$ cat src/hcm_pkg.sv
// Shared types, constants and symbol mapping for the mod-37 Hill cipher encryptor.
// No dependencies; hcm_mac and the top level refer to it by scoped names.
package hcm_pkg;

    localparam int MAX_BLOCK   = 4;
    localparam int SYM_W       = 6;
    localparam int KEY_W       = 6;
    localparam int ROW_W       = 2;
    localparam int CFG_DATA_W  = 32;
    localparam int CFG_ADDR_W  = 5;
    localparam int PROD_W      = 11;   // reduced key (<37) times symbol (<37)
    localparam int SCALED_W    = 20;   // product times reciprocal
    localparam int RECIP_MUL   = 443;  // ceil(2^14 / 37), exact for values below 1369
    localparam int RECIP_SHIFT = 14;

    localparam logic [SYM_W-1:0] ALPHA_MOD  = 6'd37;
    localparam logic [SYM_W-1:0] PAD_SYMBOL = 6'd36;
    localparam logic [SYM_W-1:0] DIGIT_BASE = 6'd26;

    localparam logic [7:0] CHAR_A     = 8'h41;
    localparam logic [7:0] CHAR_Z     = 8'h5A;
    localparam logic [7:0] CHAR_0     = 8'h30;
    localparam logic [7:0] CHAR_9     = 8'h39;
    localparam logic [7:0] CHAR_SPACE = 8'h20;

    // register indexes on the configuration port
    localparam logic [2:0] REG_BLOCK_SIZE = 3'd0;
    localparam logic [2:0] REG_KEY_ROW_0  = 3'd1;
    localparam logic [2:0] REG_KEY_ROW_1  = 3'd2;
    localparam logic [2:0] REG_KEY_ROW_2  = 3'd3;
    localparam logic [2:0] REG_KEY_ROW_3  = 3'd4;

    typedef logic [SYM_W-1:0] t_sym;
    typedef logic [MAX_BLOCK-1:0][KEY_W-1:0] t_key_row;

    typedef struct packed {
        logic             valid;
        logic             first;   // first term of a row sum
        logic             last;    // last term of a row sum
        logic [ROW_W-1:0] row;
    } t_mac_ctl;

    typedef struct packed {
        logic             valid;
        logic [ROW_W-1:0] row;
        t_sym             sym;
    } t_mac_res;

    function automatic t_sym sym_of_char(input logic [7:0] c);
        t_sym s;
        s = '0;
        if (c >= CHAR_A && c <= CHAR_Z) begin
            s = SYM_W'(c - CHAR_A);
        end else if (c >= CHAR_0 && c <= CHAR_9) begin
            s = DIGIT_BASE + SYM_W'(c - CHAR_0);
        end else if (c == CHAR_SPACE) begin
            s = PAD_SYMBOL;
        end
        return s;
    endfunction

    function automatic logic [7:0] char_of_sym(input t_sym s);
        logic [7:0] c;
        if (s < DIGIT_BASE) begin
            c = CHAR_A + 8'(s);
        end else if (s < PAD_SYMBOL) begin
            c = CHAR_0 + 8'(s - DIGIT_BASE);
        end else begin
            c = CHAR_SPACE;
        end
        return c;
    endfunction

endpackage

$ cat src/hcm_if.sv
// Valid/ready channel interfaces for plaintext input and ciphertext output.
// No dependencies.
interface hcm_in_if;
    logic       valid;
    logic       ready;
    logic [7:0] char_code;
    logic       message_end;

    modport source (output valid, output char_code, output message_end, input ready);
    modport sink   (input valid, input char_code, input message_end, output ready);
endinterface

interface hcm_out_if;
    logic       valid;
    logic       ready;
    logic [7:0] cipher_char;
    logic       block_last;
    logic       message_last;

    modport source (output valid, output cipher_char, output block_last,
                    output message_last, input ready);
    modport sink   (input valid, input cipher_char, input block_last,
                    input message_last, output ready);
endinterface

$ cat src/hcm_mac.sv
// Shared multiply-accumulate modulo 37, three pipeline stages.
// Depends on hcm_pkg.
module hcm_mac (
    input  logic              i_clk,
    input  logic              i_rst_n,
    input  hcm_pkg::t_mac_ctl i_ctl,
    input  logic [hcm_pkg::KEY_W-1:0] i_key,
    input  hcm_pkg::t_sym     i_sym,
    output hcm_pkg::t_mac_res o_res
);

    localparam int SYM_W_P1 = hcm_pkg::SYM_W + 1;

    // stage 1: fold key into 0..36, multiply
    logic [hcm_pkg::KEY_W-1:0]  w_key_red;
    logic [hcm_pkg::PROD_W-1:0] n_s1_prod;
    hcm_pkg::t_mac_ctl          r_s1_ctl;
    logic [hcm_pkg::PROD_W-1:0] r_s1_prod;

    // stage 2: product mod 37 by reciprocal
    logic [hcm_pkg::SCALED_W-1:0] w_scaled;
    hcm_pkg::t_sym                w_quot;
    logic [hcm_pkg::PROD_W-1:0]   w_quot37;
    hcm_pkg::t_sym                n_s2_mod;
    hcm_pkg::t_mac_ctl            r_s2_ctl;
    hcm_pkg::t_sym                r_s2_mod;

    // stage 3: accumulate with one conditional subtract
    hcm_pkg::t_sym       w_base;
    logic [SYM_W_P1-1:0] w_sum;
    hcm_pkg::t_sym       n_acc;
    hcm_pkg::t_sym       r_acc;
    logic                r_res_valid;
    logic [hcm_pkg::ROW_W-1:0] r_res_row;

    assign w_key_red = (i_key >= hcm_pkg::ALPHA_MOD) ? (i_key - hcm_pkg::ALPHA_MOD) : i_key;
    assign n_s1_prod = hcm_pkg::PROD_W'(w_key_red) * hcm_pkg::PROD_W'(i_sym);

    assign w_scaled = hcm_pkg::SCALED_W'(r_s1_prod)
                    * hcm_pkg::SCALED_W'(hcm_pkg::RECIP_MUL);
    assign w_quot   = w_scaled[hcm_pkg::SCALED_W-1:hcm_pkg::RECIP_SHIFT];
    // 37*q as shifts and adds
    assign w_quot37 = hcm_pkg::PROD_W'({w_quot, 5'b0})
                    + hcm_pkg::PROD_W'({w_quot, 2'b0})
                    + hcm_pkg::PROD_W'(w_quot);
    assign n_s2_mod = hcm_pkg::SYM_W'(r_s1_prod - w_quot37);

    assign w_base = r_s2_ctl.first ? '0 : r_acc;
    assign w_sum  = SYM_W_P1'(w_base) + SYM_W_P1'(r_s2_mod);
    assign n_acc  = (w_sum >= SYM_W_P1'(hcm_pkg::ALPHA_MOD))
                  ? hcm_pkg::SYM_W'(w_sum - SYM_W_P1'(hcm_pkg::ALPHA_MOD))
                  : hcm_pkg::SYM_W'(w_sum);

    always_ff @(posedge i_clk) begin
        if (!i_rst_n) begin
            r_s1_ctl    <= '0;
            r_s2_ctl    <= '0;
            r_res_valid <= 1'b0;
        end else begin
            r_s1_ctl    <= i_ctl;
            r_s2_ctl    <= r_s1_ctl;
            r_res_valid <= r_s2_ctl.valid && r_s2_ctl.last;
        end
    end

    always_ff @(posedge i_clk) begin
        r_s1_prod <= n_s1_prod;
        r_s2_mod  <= n_s2_mod;
        if (r_s2_ctl.valid) begin
            r_acc     <= n_acc;
            r_res_row <= r_s2_ctl.row;
        end
    end

    assign o_res.valid = r_res_valid;
    assign o_res.row   = r_res_row;
    assign o_res.sym   = r_acc;

endmodule

$ cat src/hill_cipher_mod37_encrypt_top.sv
// Top level of the mod-37 Hill cipher encryptor: APB registers, block buffer,
// sequencer and ciphertext output. Depends on hcm_pkg, hcm_if and hcm_mac.
//
// Usage:
//   i_in  : one plaintext byte per transaction (char_code, message_end).
//   o_out : one ciphertext byte per transaction, block_last on the last byte
//           of a block, message_last on the last byte of the message.
//   APB   : block_size at 0x00, key rows 0..3 at 0x04..0x10. Write only while
//           idle. pready is tied high.
// Flow, n = effective block size (1..4):
//   - Each input byte that does not close a block is taken; ready stays high.
//   - A closing byte starts the shared MAC, which is issued the n*n key*symbol
//     terms in turn through its pipeline, then n output bytes follow at one
//     byte per cycle while the sink is ready.
//   - The single multiply-accumulate unit computes every term of a block.
// Input ready is low from the closing byte until the last byte of the block
// has been taken. A stalled sink holds the current output byte steady.
// Reset: block_size = 1, key rows = 0, partial block discarded, no output.
module hill_cipher_mod37_encrypt_top (
    input  logic                           i_clk,
    input  logic                           i_rst_n,
    hcm_in_if.sink                         i_in,
    hcm_out_if.source                      o_out,
    input  logic                           psel,
    input  logic                           penable,
    input  logic                           pwrite,
    input  logic [hcm_pkg::CFG_ADDR_W-1:0] paddr,
    input  logic [hcm_pkg::CFG_DATA_W-1:0] pwdata,
    output logic [hcm_pkg::CFG_DATA_W-1:0] prdata,
    output logic                           pready
);

    localparam logic [1:0] S_IDLE  = 2'd0;  // collecting input bytes
    localparam logic [1:0] S_CALC  = 2'd1;  // issuing key*symbol terms
    localparam logic [1:0] S_DRAIN = 2'd2;  // waiting on MAC pipeline
    localparam logic [1:0] S_EMIT  = 2'd3;  // handing out ciphertext

    // configuration
    logic [2:0]        r_block_size;
    hcm_pkg::t_key_row r_key [hcm_pkg::MAX_BLOCK];
    logic [2:0]        w_reg_idx;
    logic              w_cfg_wr;

    // datapath and control
    logic [1:0]    r_state;
    logic [1:0]    r_fill;
    hcm_pkg::t_sym r_buf [hcm_pkg::MAX_BLOCK];
    hcm_pkg::t_sym r_res [hcm_pkg::MAX_BLOCK];
    logic          r_msg_end;
    logic [hcm_pkg::ROW_W-1:0] r_i;
    logic [hcm_pkg::ROW_W-1:0] r_j;
    logic [hcm_pkg::ROW_W-1:0] r_eidx;

    logic [2:0]    w_n;
    logic [hcm_pkg::ROW_W-1:0] w_nm1;
    logic          w_accept;
    logic          w_done;
    hcm_pkg::t_sym w_sym;
    hcm_pkg::t_key_row w_key_row;

    hcm_pkg::t_mac_ctl w_mac_ctl;
    hcm_pkg::t_mac_res w_mac_res;

    // ---------------- APB register file ----------------
    assign pready    = 1'b1;
    assign w_reg_idx = paddr[4:2];
    assign w_cfg_wr  = psel && penable && pwrite && pready;

    always_ff @(posedge i_clk) begin
        if (!i_rst_n) begin
            r_block_size <= 3'd1;
            for (int k = 0; k < hcm_pkg::MAX_BLOCK; k++) begin
                r_key[k] <= '0;
            end
        end else if (w_cfg_wr) begin
            unique case (w_reg_idx)
                hcm_pkg::REG_BLOCK_SIZE: r_block_size <= pwdata[2:0];
                hcm_pkg::REG_KEY_ROW_0:  r_key[0]     <= pwdata[23:0];
                hcm_pkg::REG_KEY_ROW_1:  r_key[1]     <= pwdata[23:0];
                hcm_pkg::REG_KEY_ROW_2:  r_key[2]     <= pwdata[23:0];
                hcm_pkg::REG_KEY_ROW_3:  r_key[3]     <= pwdata[23:0];
                default: ;
            endcase
        end
    end

    always_comb begin
        unique case (w_reg_idx)
            hcm_pkg::REG_BLOCK_SIZE: prdata = {29'b0, r_block_size};
            hcm_pkg::REG_KEY_ROW_0:  prdata = {8'b0, r_key[0]};
            hcm_pkg::REG_KEY_ROW_1:  prdata = {8'b0, r_key[1]};
            hcm_pkg::REG_KEY_ROW_2:  prdata = {8'b0, r_key[2]};
            hcm_pkg::REG_KEY_ROW_3:  prdata = {8'b0, r_key[3]};
            default:                 prdata = '0;
        endcase
    end

    // effective block size: 0 acts as 1, above 4 clamps to 4
    always_comb begin
        if (r_block_size == 3'd0) begin
            w_n = 3'd1;
        end else if (r_block_size > 3'(hcm_pkg::MAX_BLOCK)) begin
            w_n = 3'(hcm_pkg::MAX_BLOCK);
        end else begin
            w_n = r_block_size;
        end
    end
    assign w_nm1 = hcm_pkg::ROW_W'(w_n - 3'd1);

    // ---------------- input side ----------------
    assign i_in.ready = (r_state == S_IDLE);
    assign w_accept   = i_in.valid && i_in.ready;
    assign w_sym      = hcm_pkg::sym_of_char(i_in.char_code);
    // block closes when full or on message end; a lowered block size closes
    // it early and the new symbol falls outside the block
    assign w_done     = !((3'({1'b0, r_fill}) + 3'd1) < w_n) || i_in.message_end;

    // buffer: new symbol at the fill slot, pad the rest of a closing block
    always_ff @(posedge i_clk) begin
        if (w_accept) begin
            for (int k = 0; k < hcm_pkg::MAX_BLOCK; k++) begin
                if (2'(k) == r_fill) begin
                    r_buf[k] <= w_sym;
                end else if (w_done && 3'(k) > 3'({1'b0, r_fill}) && 3'(k) < w_n) begin
                    r_buf[k] <= hcm_pkg::PAD_SYMBOL;
                end
            end
        end
    end

    // ---------------- shared MAC ----------------
    assign w_key_row       = r_key[r_i];
    assign w_mac_ctl.valid = (r_state == S_CALC);
    assign w_mac_ctl.first = (r_j == '0);
    assign w_mac_ctl.last  = (r_j == w_nm1);
    assign w_mac_ctl.row   = r_i;

    hcm_mac u_mac (
        .i_clk   (i_clk),
        .i_rst_n (i_rst_n),
        .i_ctl   (w_mac_ctl),
        .i_key   (w_key_row[r_j]),
        .i_sym   (r_buf[r_j]),
        .o_res   (w_mac_res)
    );

    always_ff @(posedge i_clk) begin
        if (w_mac_res.valid) begin
            r_res[w_mac_res.row] <= w_mac_res.sym;
        end
    end

    // ---------------- sequencer ----------------
    always_ff @(posedge i_clk) begin
        if (!i_rst_n) begin
            r_state   <= S_IDLE;
            r_fill    <= '0;
            r_msg_end <= 1'b0;
            r_i       <= '0;
            r_j       <= '0;
            r_eidx    <= '0;
        end else begin
            unique case (r_state)
                S_IDLE: begin
                    if (w_accept) begin
                        if (w_done) begin
                            r_fill    <= '0;
                            r_msg_end <= i_in.message_end;
                            r_i       <= '0;
                            r_j       <= '0;
                            r_state   <= S_CALC;
                        end else begin
                            r_fill <= r_fill + 2'd1;
                        end
                    end
                end
                S_CALC: begin
                    if (r_j == w_nm1) begin
                        r_j <= '0;
                        if (r_i == w_nm1) begin
                            r_state <= S_DRAIN;
                        end else begin
                            r_i <= r_i + 2'd1;
                        end
                    end else begin
                        r_j <= r_j + 2'd1;
                    end
                end
                S_DRAIN: begin
                    // last row's sum is the last to leave the pipeline
                    if (w_mac_res.valid && w_mac_res.row == w_nm1) begin
                        r_eidx  <= '0;
                        r_state <= S_EMIT;
                    end
                end
                S_EMIT: begin
                    if (o_out.ready) begin
                        if (r_eidx == w_nm1) begin
                            r_state <= S_IDLE;
                        end else begin
                            r_eidx <= r_eidx + 2'd1;
                        end
                    end
                end
                default: r_state <= S_IDLE;
            endcase
        end
    end

    // ---------------- output side ----------------
    assign o_out.valid        = (r_state == S_EMIT);
    assign o_out.cipher_char  = hcm_pkg::char_of_sym(r_res[r_eidx]);
    assign o_out.block_last   = (r_eidx == w_nm1);
    assign o_out.message_last = (r_eidx == w_nm1) && r_msg_end;

    // ---------------- assertions ----------------
    a_close_starts_calc: assert property (@(posedge i_clk) disable iff (!i_rst_n)
        (w_accept && w_done) |=> (r_state == S_CALC))
        else $error("closing transaction did not start the MAC sequence");

    a_res_only_busy: assert property (@(posedge i_clk) disable iff (!i_rst_n)
        w_mac_res.valid |-> (r_state == S_CALC || r_state == S_DRAIN))
        else $error("MAC result outside of a block computation");

    a_res_row_range: assert property (@(posedge i_clk) disable iff (!i_rst_n)
        w_mac_res.valid |-> (w_mac_res.row <= w_nm1))
        else $error("MAC result row beyond block size");

    a_emit_idx_range: assert property (@(posedge i_clk) disable iff (!i_rst_n)
        (r_state == S_EMIT) |-> (r_eidx <= w_nm1))
        else $error("output index beyond block size");

    a_res_in_range: assert property (@(posedge i_clk) disable iff (!i_rst_n)
        w_mac_res.valid |-> (w_mac_res.sym < hcm_pkg::ALPHA_MOD))
        else $error("MAC result not reduced modulo 37");

endmodule
$ cat src/flat_wrapper.sv
// flat-port wrapper written by rule: the top's interface ports become plain ports
module hill_cipher_mod37_encrypt_top_flat 
  (i_clk, i_rst_n, psel, penable, pwrite, paddr, pwdata, prdata, pready, i_in_valid, i_in_char_code, i_in_message_end, i_in_ready, o_out_valid, o_out_cipher_char, o_out_block_last, o_out_message_last, o_out_ready);
  hcm_in_if i_in_i ();
  hcm_out_if o_out_i ();
  input  logic i_clk;
  input  logic i_rst_n;
  input  logic psel;
  input  logic penable;
  input  logic pwrite;
  input  logic [hcm_pkg::CFG_ADDR_W-1:0] paddr;
  input  logic [hcm_pkg::CFG_DATA_W-1:0] pwdata;
  output logic [hcm_pkg::CFG_DATA_W-1:0] prdata;
  output logic pready;
  input wire logic [$bits(i_in_i.valid)-1:0] i_in_valid;
  input wire logic [$bits(i_in_i.char_code)-1:0] i_in_char_code;
  input wire logic [$bits(i_in_i.message_end)-1:0] i_in_message_end;
  output wire logic [$bits(i_in_i.ready)-1:0] i_in_ready;
  output wire logic [$bits(o_out_i.valid)-1:0] o_out_valid;
  output wire logic [$bits(o_out_i.cipher_char)-1:0] o_out_cipher_char;
  output wire logic [$bits(o_out_i.block_last)-1:0] o_out_block_last;
  output wire logic [$bits(o_out_i.message_last)-1:0] o_out_message_last;
  input wire logic [$bits(o_out_i.ready)-1:0] o_out_ready;
  assign i_in_i.valid = i_in_valid;
  assign i_in_i.char_code = i_in_char_code;
  assign i_in_i.message_end = i_in_message_end;
  assign i_in_ready = i_in_i.ready;
  assign o_out_valid = o_out_i.valid;
  assign o_out_cipher_char = o_out_i.cipher_char;
  assign o_out_block_last = o_out_i.block_last;
  assign o_out_message_last = o_out_i.message_last;
  assign o_out_i.ready = o_out_ready;
  hill_cipher_mod37_encrypt_top u_core (.i_clk(i_clk), .i_rst_n(i_rst_n), .i_in(i_in_i), .o_out(o_out_i), .psel(psel), .penable(penable), .pwrite(pwrite), .paddr(paddr), .pwdata(pwdata), .prdata(prdata), .pready(pready));
endmodule
$ cat config.mk
export PLATFORM = sky130hd
export DESIGN_NAME = hill_cipher_mod37_encrypt_top_flat
export DESIGN_NICKNAME = d
export VERILOG_FILES = /design/src/hcm_pkg.sv /design/src/hcm_if.sv /design/src/hcm_mac.sv /design/src/hill_cipher_mod37_encrypt_top.sv /design/src/flat_wrapper.sv
export SDC_FILE = /design/constraint.sdc
export NUM_CORES = 1
export LEC_CHECK = 0
export ABC_AREA = 1
export BUFFER_PORTS_ARGS = -buffer_cell sky130_fd_sc_hd__buf_4
export CAP_MARGIN = 30
export CORE_MARGIN = 2
export CORE_UTILIZATION = 30
export CTS_CLUSTER_SIZE = 16
export DETAILED_ROUTE_END_ITERATION = 6
export PLACE_DENSITY = 0.43
export SETUP_SLACK_MARGIN = 0.3
export SYNTH_ARGS = -nofsm -noshare
export SYNTH_HDL_FRONTEND = slang
export SYNTH_SLANG_ARGS = --single-unit
$ cat constraint.sdc
create_clock -name i_clk -period 8.4 [get_ports i_clk]
set_clock_uncertainty 0.05 [all_clocks]
set_input_delay 1.26 -clock i_clk [delete_from_list [all_inputs] [get_ports i_clk]]
set_output_delay 1.26 -clock i_clk [all_outputs]
set_load 0.01 [all_outputs]
==> flow_summary_export.csv, run 1 <==
group,metric,value,unit
run_status,status,"completed",
floorplan,initial_core_util,30.57,%
hold_path,min_path_type,"reg -> reg",
setup_path,critical_path_buf_inv_count,8,
cells_and_area,layout_common_cells,"inv_1, nand2_1, nor2_1",
sta,maxSlewHeadroom,44.35,%
clocking,root_buffer,"clkbuf_16",
synth,yosys_warnings,0,
global_routing,grt_max_degree,42,
drt,ant_nets,0,
synth,syn-cell-area,13930,um^2
synth,synth_edf_count,146,
global_routing,grt_first_pass_wirelength,56500,um
sta,tightest_slew,831.7,ps
placement,dp_cells,2289,
cells_and_area,drive_gt1_share,11.27,%
floorplan,coreArea,45580,um^2
sta,grt_setup_unrepaired,"no",
global_routing,antenna_found_initial,0,
setup_path,worstPathArrival,6360,ps
global_routing,grt_pass1_vias,10560,
setup_path,required,8710,ps
setup_path,cpPeakStageDelay,550,ps
cells_and_area,nNetsFinal,1925,
global_routing,grt_usage,15.27,%
setup_path,path_common_cell,"inv_1",
drt,drt-total-wl,35500,um
floorplan,die_w,219.5,um
drt,dr.pass1.iters,6,
setup_path,slowest_stage,"clkinv_1",
cells_and_area,fin_area,15770,um^2
synth,async_reset_ff_share,0,%
clocking,cts_tree,"done",
clocking,cts_num_sinks,200,
clocking,h-tree-depth,4,
cells_and_area,antenna_cells,0,
drt,wl_per_cell,15.30,um
placement,dp_hpwl,25880,um
drt,vias_per_cell,4.535,
synth,syn_area_per_cell,8.512,um^2
floorplan,io_pins,98,
clocking,clockBufferDepth,2,
sta,drv_slew,0,
floorplan,fp.dieArea,48180,um^2
placement,port_buffers,77,
cells_and_area,final_core_util,34.61,%
synth,synth.distinct_cells,49,
drt,drc_errors,0,
sta,fin_setup_tns,0,ps
placement,gp_congestion,0.7988,
synth,ys_seq_area_share,39.22,%
setup_path,crit_path_end,"u_core.u_mac.r_s1_prod[9]",
cells_and_area,final_common_cell,"inv_1",
drt,num_vias,10530,
sta,hold_viol,0,
floorplan,die_h,219.5,um
clocking,cts_setup_buffers,0,
setup_path,path_max_fanout,39,
setup_path,r2r_slack,2350,ps
drt,first_iter_violations,507,
job,max-cap-violations,0,
cells_and_area,area_delta_synth_final,13.20,%
setup_path,path_class,"reg -> reg",
synth,syn-instance-count,1637,
clocking,cts_buffers,17,
setup_path,cp-end-kind,"flip-flop",
setup_path,path_delay_family,"adder cells",
placement,placed_cell_area,15160,um^2
floorplan,placementRows,78,
synth,synth-seq-cells,200,
sta,timing.final.crit_share,71.97,%
sta,post-route-min-period,6046,ps
setup_path,crit_path_start_kind,"flip-flop",
clocking,path_clk_slew,80,ps
sta,setup_viol,0,
setup_path,cp_num_cells,29,
setup_path,timing.rr.end,"u_core.u_mac.r_s1_prod[9]",
setup_path,reg2regPathDepth,29,
sta,fmax,165.4,MHz
synth,synth_flop_cell,"edfxtp_1",
clocking,ctsResizeCount,0,
cells_and_area,fillers,4750,
clocking,holdBufCountCts,0,
global_routing,grt-ovfl-total,0,
clocking,clkLatencyLatePin,450,ps
cells_and_area,layout.cells.non_filler,2321,
## synth_stat cells (all sizes together), types with 3 or more instances
master / n / area (um^2)
buf: 30 / 234.0
xnor2: 11 / 96.34
a32oi: 6 / 52.55
fa: 58 / 1161
nor3: 11 / 65.06
a31oi: 4 / 25.02
a211oi: 4 / 30.03
edfxtp: 146 / 4384
nor2: 187 / 704.4
or2: 21 / 131.4
inv: 313 / 1177
o211ai: 38 / 285.3
and2: 3 / 18.77
nand2: 325 / 1292
nand4: 8 / 56.30
o2111ai: 23 / 201.4
dfxtp: 54 / 1081
a21oi: 59 / 299.0
o21ai: 56 / 287.8
clkbuf: 23 / 86.33
nand3: 98 / 510.5
xor2: 30 / 262.8
a21o: 4 / 30.03
ha: 106 / 1326
o22ai: 3 / 18.77
## through the flow
| stage | hold slack [ps] | worst slack (ps) |
|---|---|---|
| after CTS | 362.2 | 2303 |
| after detailed placement | 342.1 | 2308 |
| after floorplan | 335.5 | 2786 |
| after global placement | 336.8 | 2314 |
| final | 359.5 | 2354 |
| after global routing | 377.3 | 1903 |
## logic make-up (layout without fill, tap and decap cells)
kind of cell             Yosys count  count (layout)  share of synthesized area [%]
AND/OR/NAND/NOR                  655             655                          20.05
buffers and inverters            368             444                          10.80
AO/OA/AOI/OAI                    207             207                          9.438
flip-flops                       200             200                          39.22
adder cells (fa/ha/maj)          164             164                          17.85
XOR/XNOR                          41              41                          2.577
other                              2              10                        0.05390
## layer usage
metal  global-route usage [%]  up-vias  routed length [um]
met5                        0        -                   0
met4                    3.829        0                 455
met3                    2.388       29                1085
met2                    25.64      151               16810
met1                    20.51     4935               17150
li1                         -     5411                   -
## worst min-delay path by stage
stage                                      endpoint  slack, ps  depth (start not counted)                startpoint
after global routing       u_core.u_mac.r_s2_ctl[4]        380                          2  u_core.u_mac.r_s1_ctl[4]
after CTS                 u_core.u_mac.r_res_row[1]        360                          0  u_core.u_mac.r_s2_ctl[1]
after detailed placement  u_core.u_mac.r_res_row[1]        340                          0  u_core.u_mac.r_s2_ctl[1]
after floorplan           u_core.u_mac.r_res_row[0]        340                          0  u_core.u_mac.r_s2_ctl[0]
final                     u_core.u_mac.r_res_row[1]        360                          0  u_core.u_mac.r_s2_ctl[1]
after global placement    u_core.u_mac.r_res_row[0]        340                          0  u_core.u_mac.r_s2_ctl[0]
## worst register-to-register path: cells and delay by family, from the launching register on
kind / cells / cell delay [ps]
compound gates: 6 / 1020
xor+xnor: 1 / 150
fa+ha+maj: 5 / 2120
buf+inv: 8 / 1360
flops: 1 / 310
simple gates: 9 / 950
## flip-flops by register name (all words and copies together) (netlist names), named ones only
signal and count:
u_core.u_mac.r_acc 6, u_core.u_mac.r_res_valid 1, u_core.u_mac.r_res_row 2, u_core.r_key 96, u_core.r_block_size 3, u_core.u_mac.r_s2_mod 6
u_core.r_i 2, u_core.r_state 2, u_core.u_mac.r_s2_ctl 5, u_core.r_msg_end 1, u_core.u_mac.r_s1_ctl 5, u_core.r_j 2
u_core.r_eidx 2, u_core.r_buf 24, u_core.r_res 24, u_core.r_fill 2, u_core.u_mac.r_s1_prod 11
## layout make-up
cell class	count	area, um^2	area share [%]
multi-input combinational	1077	7030	44.57
sequential	200	5466	34.66
inverter	315	1185	7.512
tap	600	750.7	4.760
timing repair buffer	97	723.2	4.585
clock buffer	21	491.7	3.118
clock inverter	11	125.1	0.7933
Power of run 1 is not shown: default switching activity piles up to over one toggle a cycle in this logic, so the estimate is an artifact.
==> inputs of run 2 (changes only) <==
Clock period 8.4 ns to 6.15 ns, I/O delays scaled along.
==> run 2 against run 1 <==
Effect of this change:
- utilization increased by 0.65 points
- clock-buffer cell count decreased by 4
- via count increased by 1.1%
- routed wire length increased by 1.7%
- first-iteration DRC count decreased by 2.2%
- sequential share of layout area decreased by 0.48 points
==> flow_summary_export.csv, run 2 (same netlist as run 1, synthesis figures left out) <==
group,metric,value,unit
run_status,status,"completed",
drt,drc_errors,0,
setup_path,required,6440,ps
cells_and_area,layout_common_cells,"nand2_1, inv_1, nor2_1",
floorplan,fp.dieArea,48180,um^2
cells_and_area,final_common_cell,"nand2_1",
setup_path,crit_path_start_kind,"flip-flop",
sta,timing.final.ws_setup,536.2,ps
clocking,clkLatencyLatePin,450,ps
sta,fmax,178.1,MHz
drt,num_vias,10640,
sta,post-route-min-period,5614,ps
cells_and_area,fin_area,16070,um^2
floorplan,coreArea,45580,um^2
cells_and_area,reg.largest.list,"u_core.r_key: 96 flops, u_core.r_buf: 24 flops, u_core.r_res: 24 flops",
setup_path,worstPathArrival,5910,ps
floorplan,io_pins,98,
global_routing,grt_pass1_vias,10630,
placement,gp_congestion,0.8394,
drt,wl_per_cell,15.43,um
placement,dp_hpwl,26470,um
placement,port_buffers,77,
global_routing,grt_first_pass_wirelength,57770,um
cells_and_area,largest_reg_flops,96,
global_routing,grt-ovfl-total,0,
setup_path,reg2regPathDepth,29,
sta,maxSlewHeadroom,39.77,%
clocking,path_clk_slew,80,ps
clocking,root_buffer,"clkbuf_16",
floorplan,die_w,219.5,um
global_routing,grt_max_degree,41,
job,max-cap-violations,0,
floorplan,die_h,219.5,um
setup_path,path_class,"reg -> reg",
drt,dr.pass1.iters,5,
setup_path,slowest_stage,"fa_1",
setup_path,cpPeakStageDelay,540,ps
cells_and_area,antenna_cells,0,
clocking,cts_tree,"done",
clocking,cts_buffers,17,
cells_and_area,area_delta_synth_final,15.33,%
global_routing,grt_usage,15.62,%
drt,ant_nets,0,
sta,setup_viol,0,
placement,dpl_worst_slack,152.0,ps
sta,hold_viol,0,
cells_and_area,nNetsFinal,1945,
sta,drv_slew,0,
hold_path,min_path_type,"reg -> reg",
clocking,h-tree-depth,4,
cells_and_area,top_register,"u_core.r_key",
floorplan,placementRows,78,
drt,vias_per_cell,4.544,
clocking,cts_num_sinks,200,
setup_path,path_max_fanout,5,
sta,timing.final.crit_share,91.28,%
sta,fin_setup_tns,0,ps
placement,placed_cell_area,15300,um^2
hold_path,whs_path_depth,0,
drt,drt-total-wl,36120,um
clocking,clockBufferDepth,2,
sta,tightest_slew,898.5,ps
cells_and_area,drive_gt1_share,14.47,%
global_routing,antenna_found_initial,0,
sta,grt_setup_unrepaired,"no",
drt,first_iter_violations,496,
floorplan,initial_core_util,30.57,%
setup_path,cp-end-kind,"flip-flop",
run 2: changes by cell type in the layout (fill, tap and decap cells not counted), sizes merged:
| cell | before | now |
|---|---|---|
| buf | 97 | 116 |
| clkbuf | 21 | 18 |
| clkinv | 4 | 8 |
run 2: metrics by stage:
stage	std cells	utilization [%]	hold slack, ps
final	2341	35.26	358.3
after global routing	2341	35.26	377.3
after CTS	2337	34.87	361.2
after detailed placement	2305	33.57	341.4
after global placement	2303	33.55	337.6
after floorplan	1645	-	335.5
run 2: layout make-up:
type | instances | area [um^2]
fillers | 4730 | 29510
multi-input cells | 1077 | 7176
flip-flops and latches | 200 | 5493
inverters | 315 | 1185
repair buffers | 117 | 898.4
well taps | 600 | 750.7
clock buffers | 17 | 425.4
clock inverters | 15 | 141.4
run 2: worst paths after layout:
path                              from  slack, ps                   endpoint
min           u_core.u_mac.r_s2_ctl[1]        360  u_core.u_mac.r_res_row[1]
max reg2reg  u_core.u_mac.r_s1_prod[8]        540   u_core.u_mac.r_s2_mod[5]
max          u_core.u_mac.r_s1_prod[8]        540   u_core.u_mac.r_s2_mod[5]
min reg2reg   u_core.u_mac.r_s2_ctl[1]        360  u_core.u_mac.r_res_row[1]
run 2: repair_timing:
| item | CTS | global route |
|---|---|---|
| hold buffers | 0 | 0 |
| setup buffers | 0 | 3 |
| pin swaps | 0 | 18 |
| setup endpoints to repair | 1 | 5 |
| resized for setup | 7 | 39 |
run 2: critical path, delay by kind of cell (launching register included):
kind,cells,cell delay [ps]
AO/OA/AOI/OAI,1,140
adder cells (fa/ha/maj),8,3290
flip-flops,1,380
XOR/XNOR,1,140
buffers and inverters,6,450
AND/OR/NAND/NOR,13,1050
run 2: routing by layer:
layer  up-vias  GRT usage [%]  routed length, um
li1       5445              -                  -
met1      5013          21.30              17650
met2       147          25.88              16900
met3        33          1.932                964
met4         0          4.662                606
met5         -              0                  0
Power of run 2 is left out for the same reason.
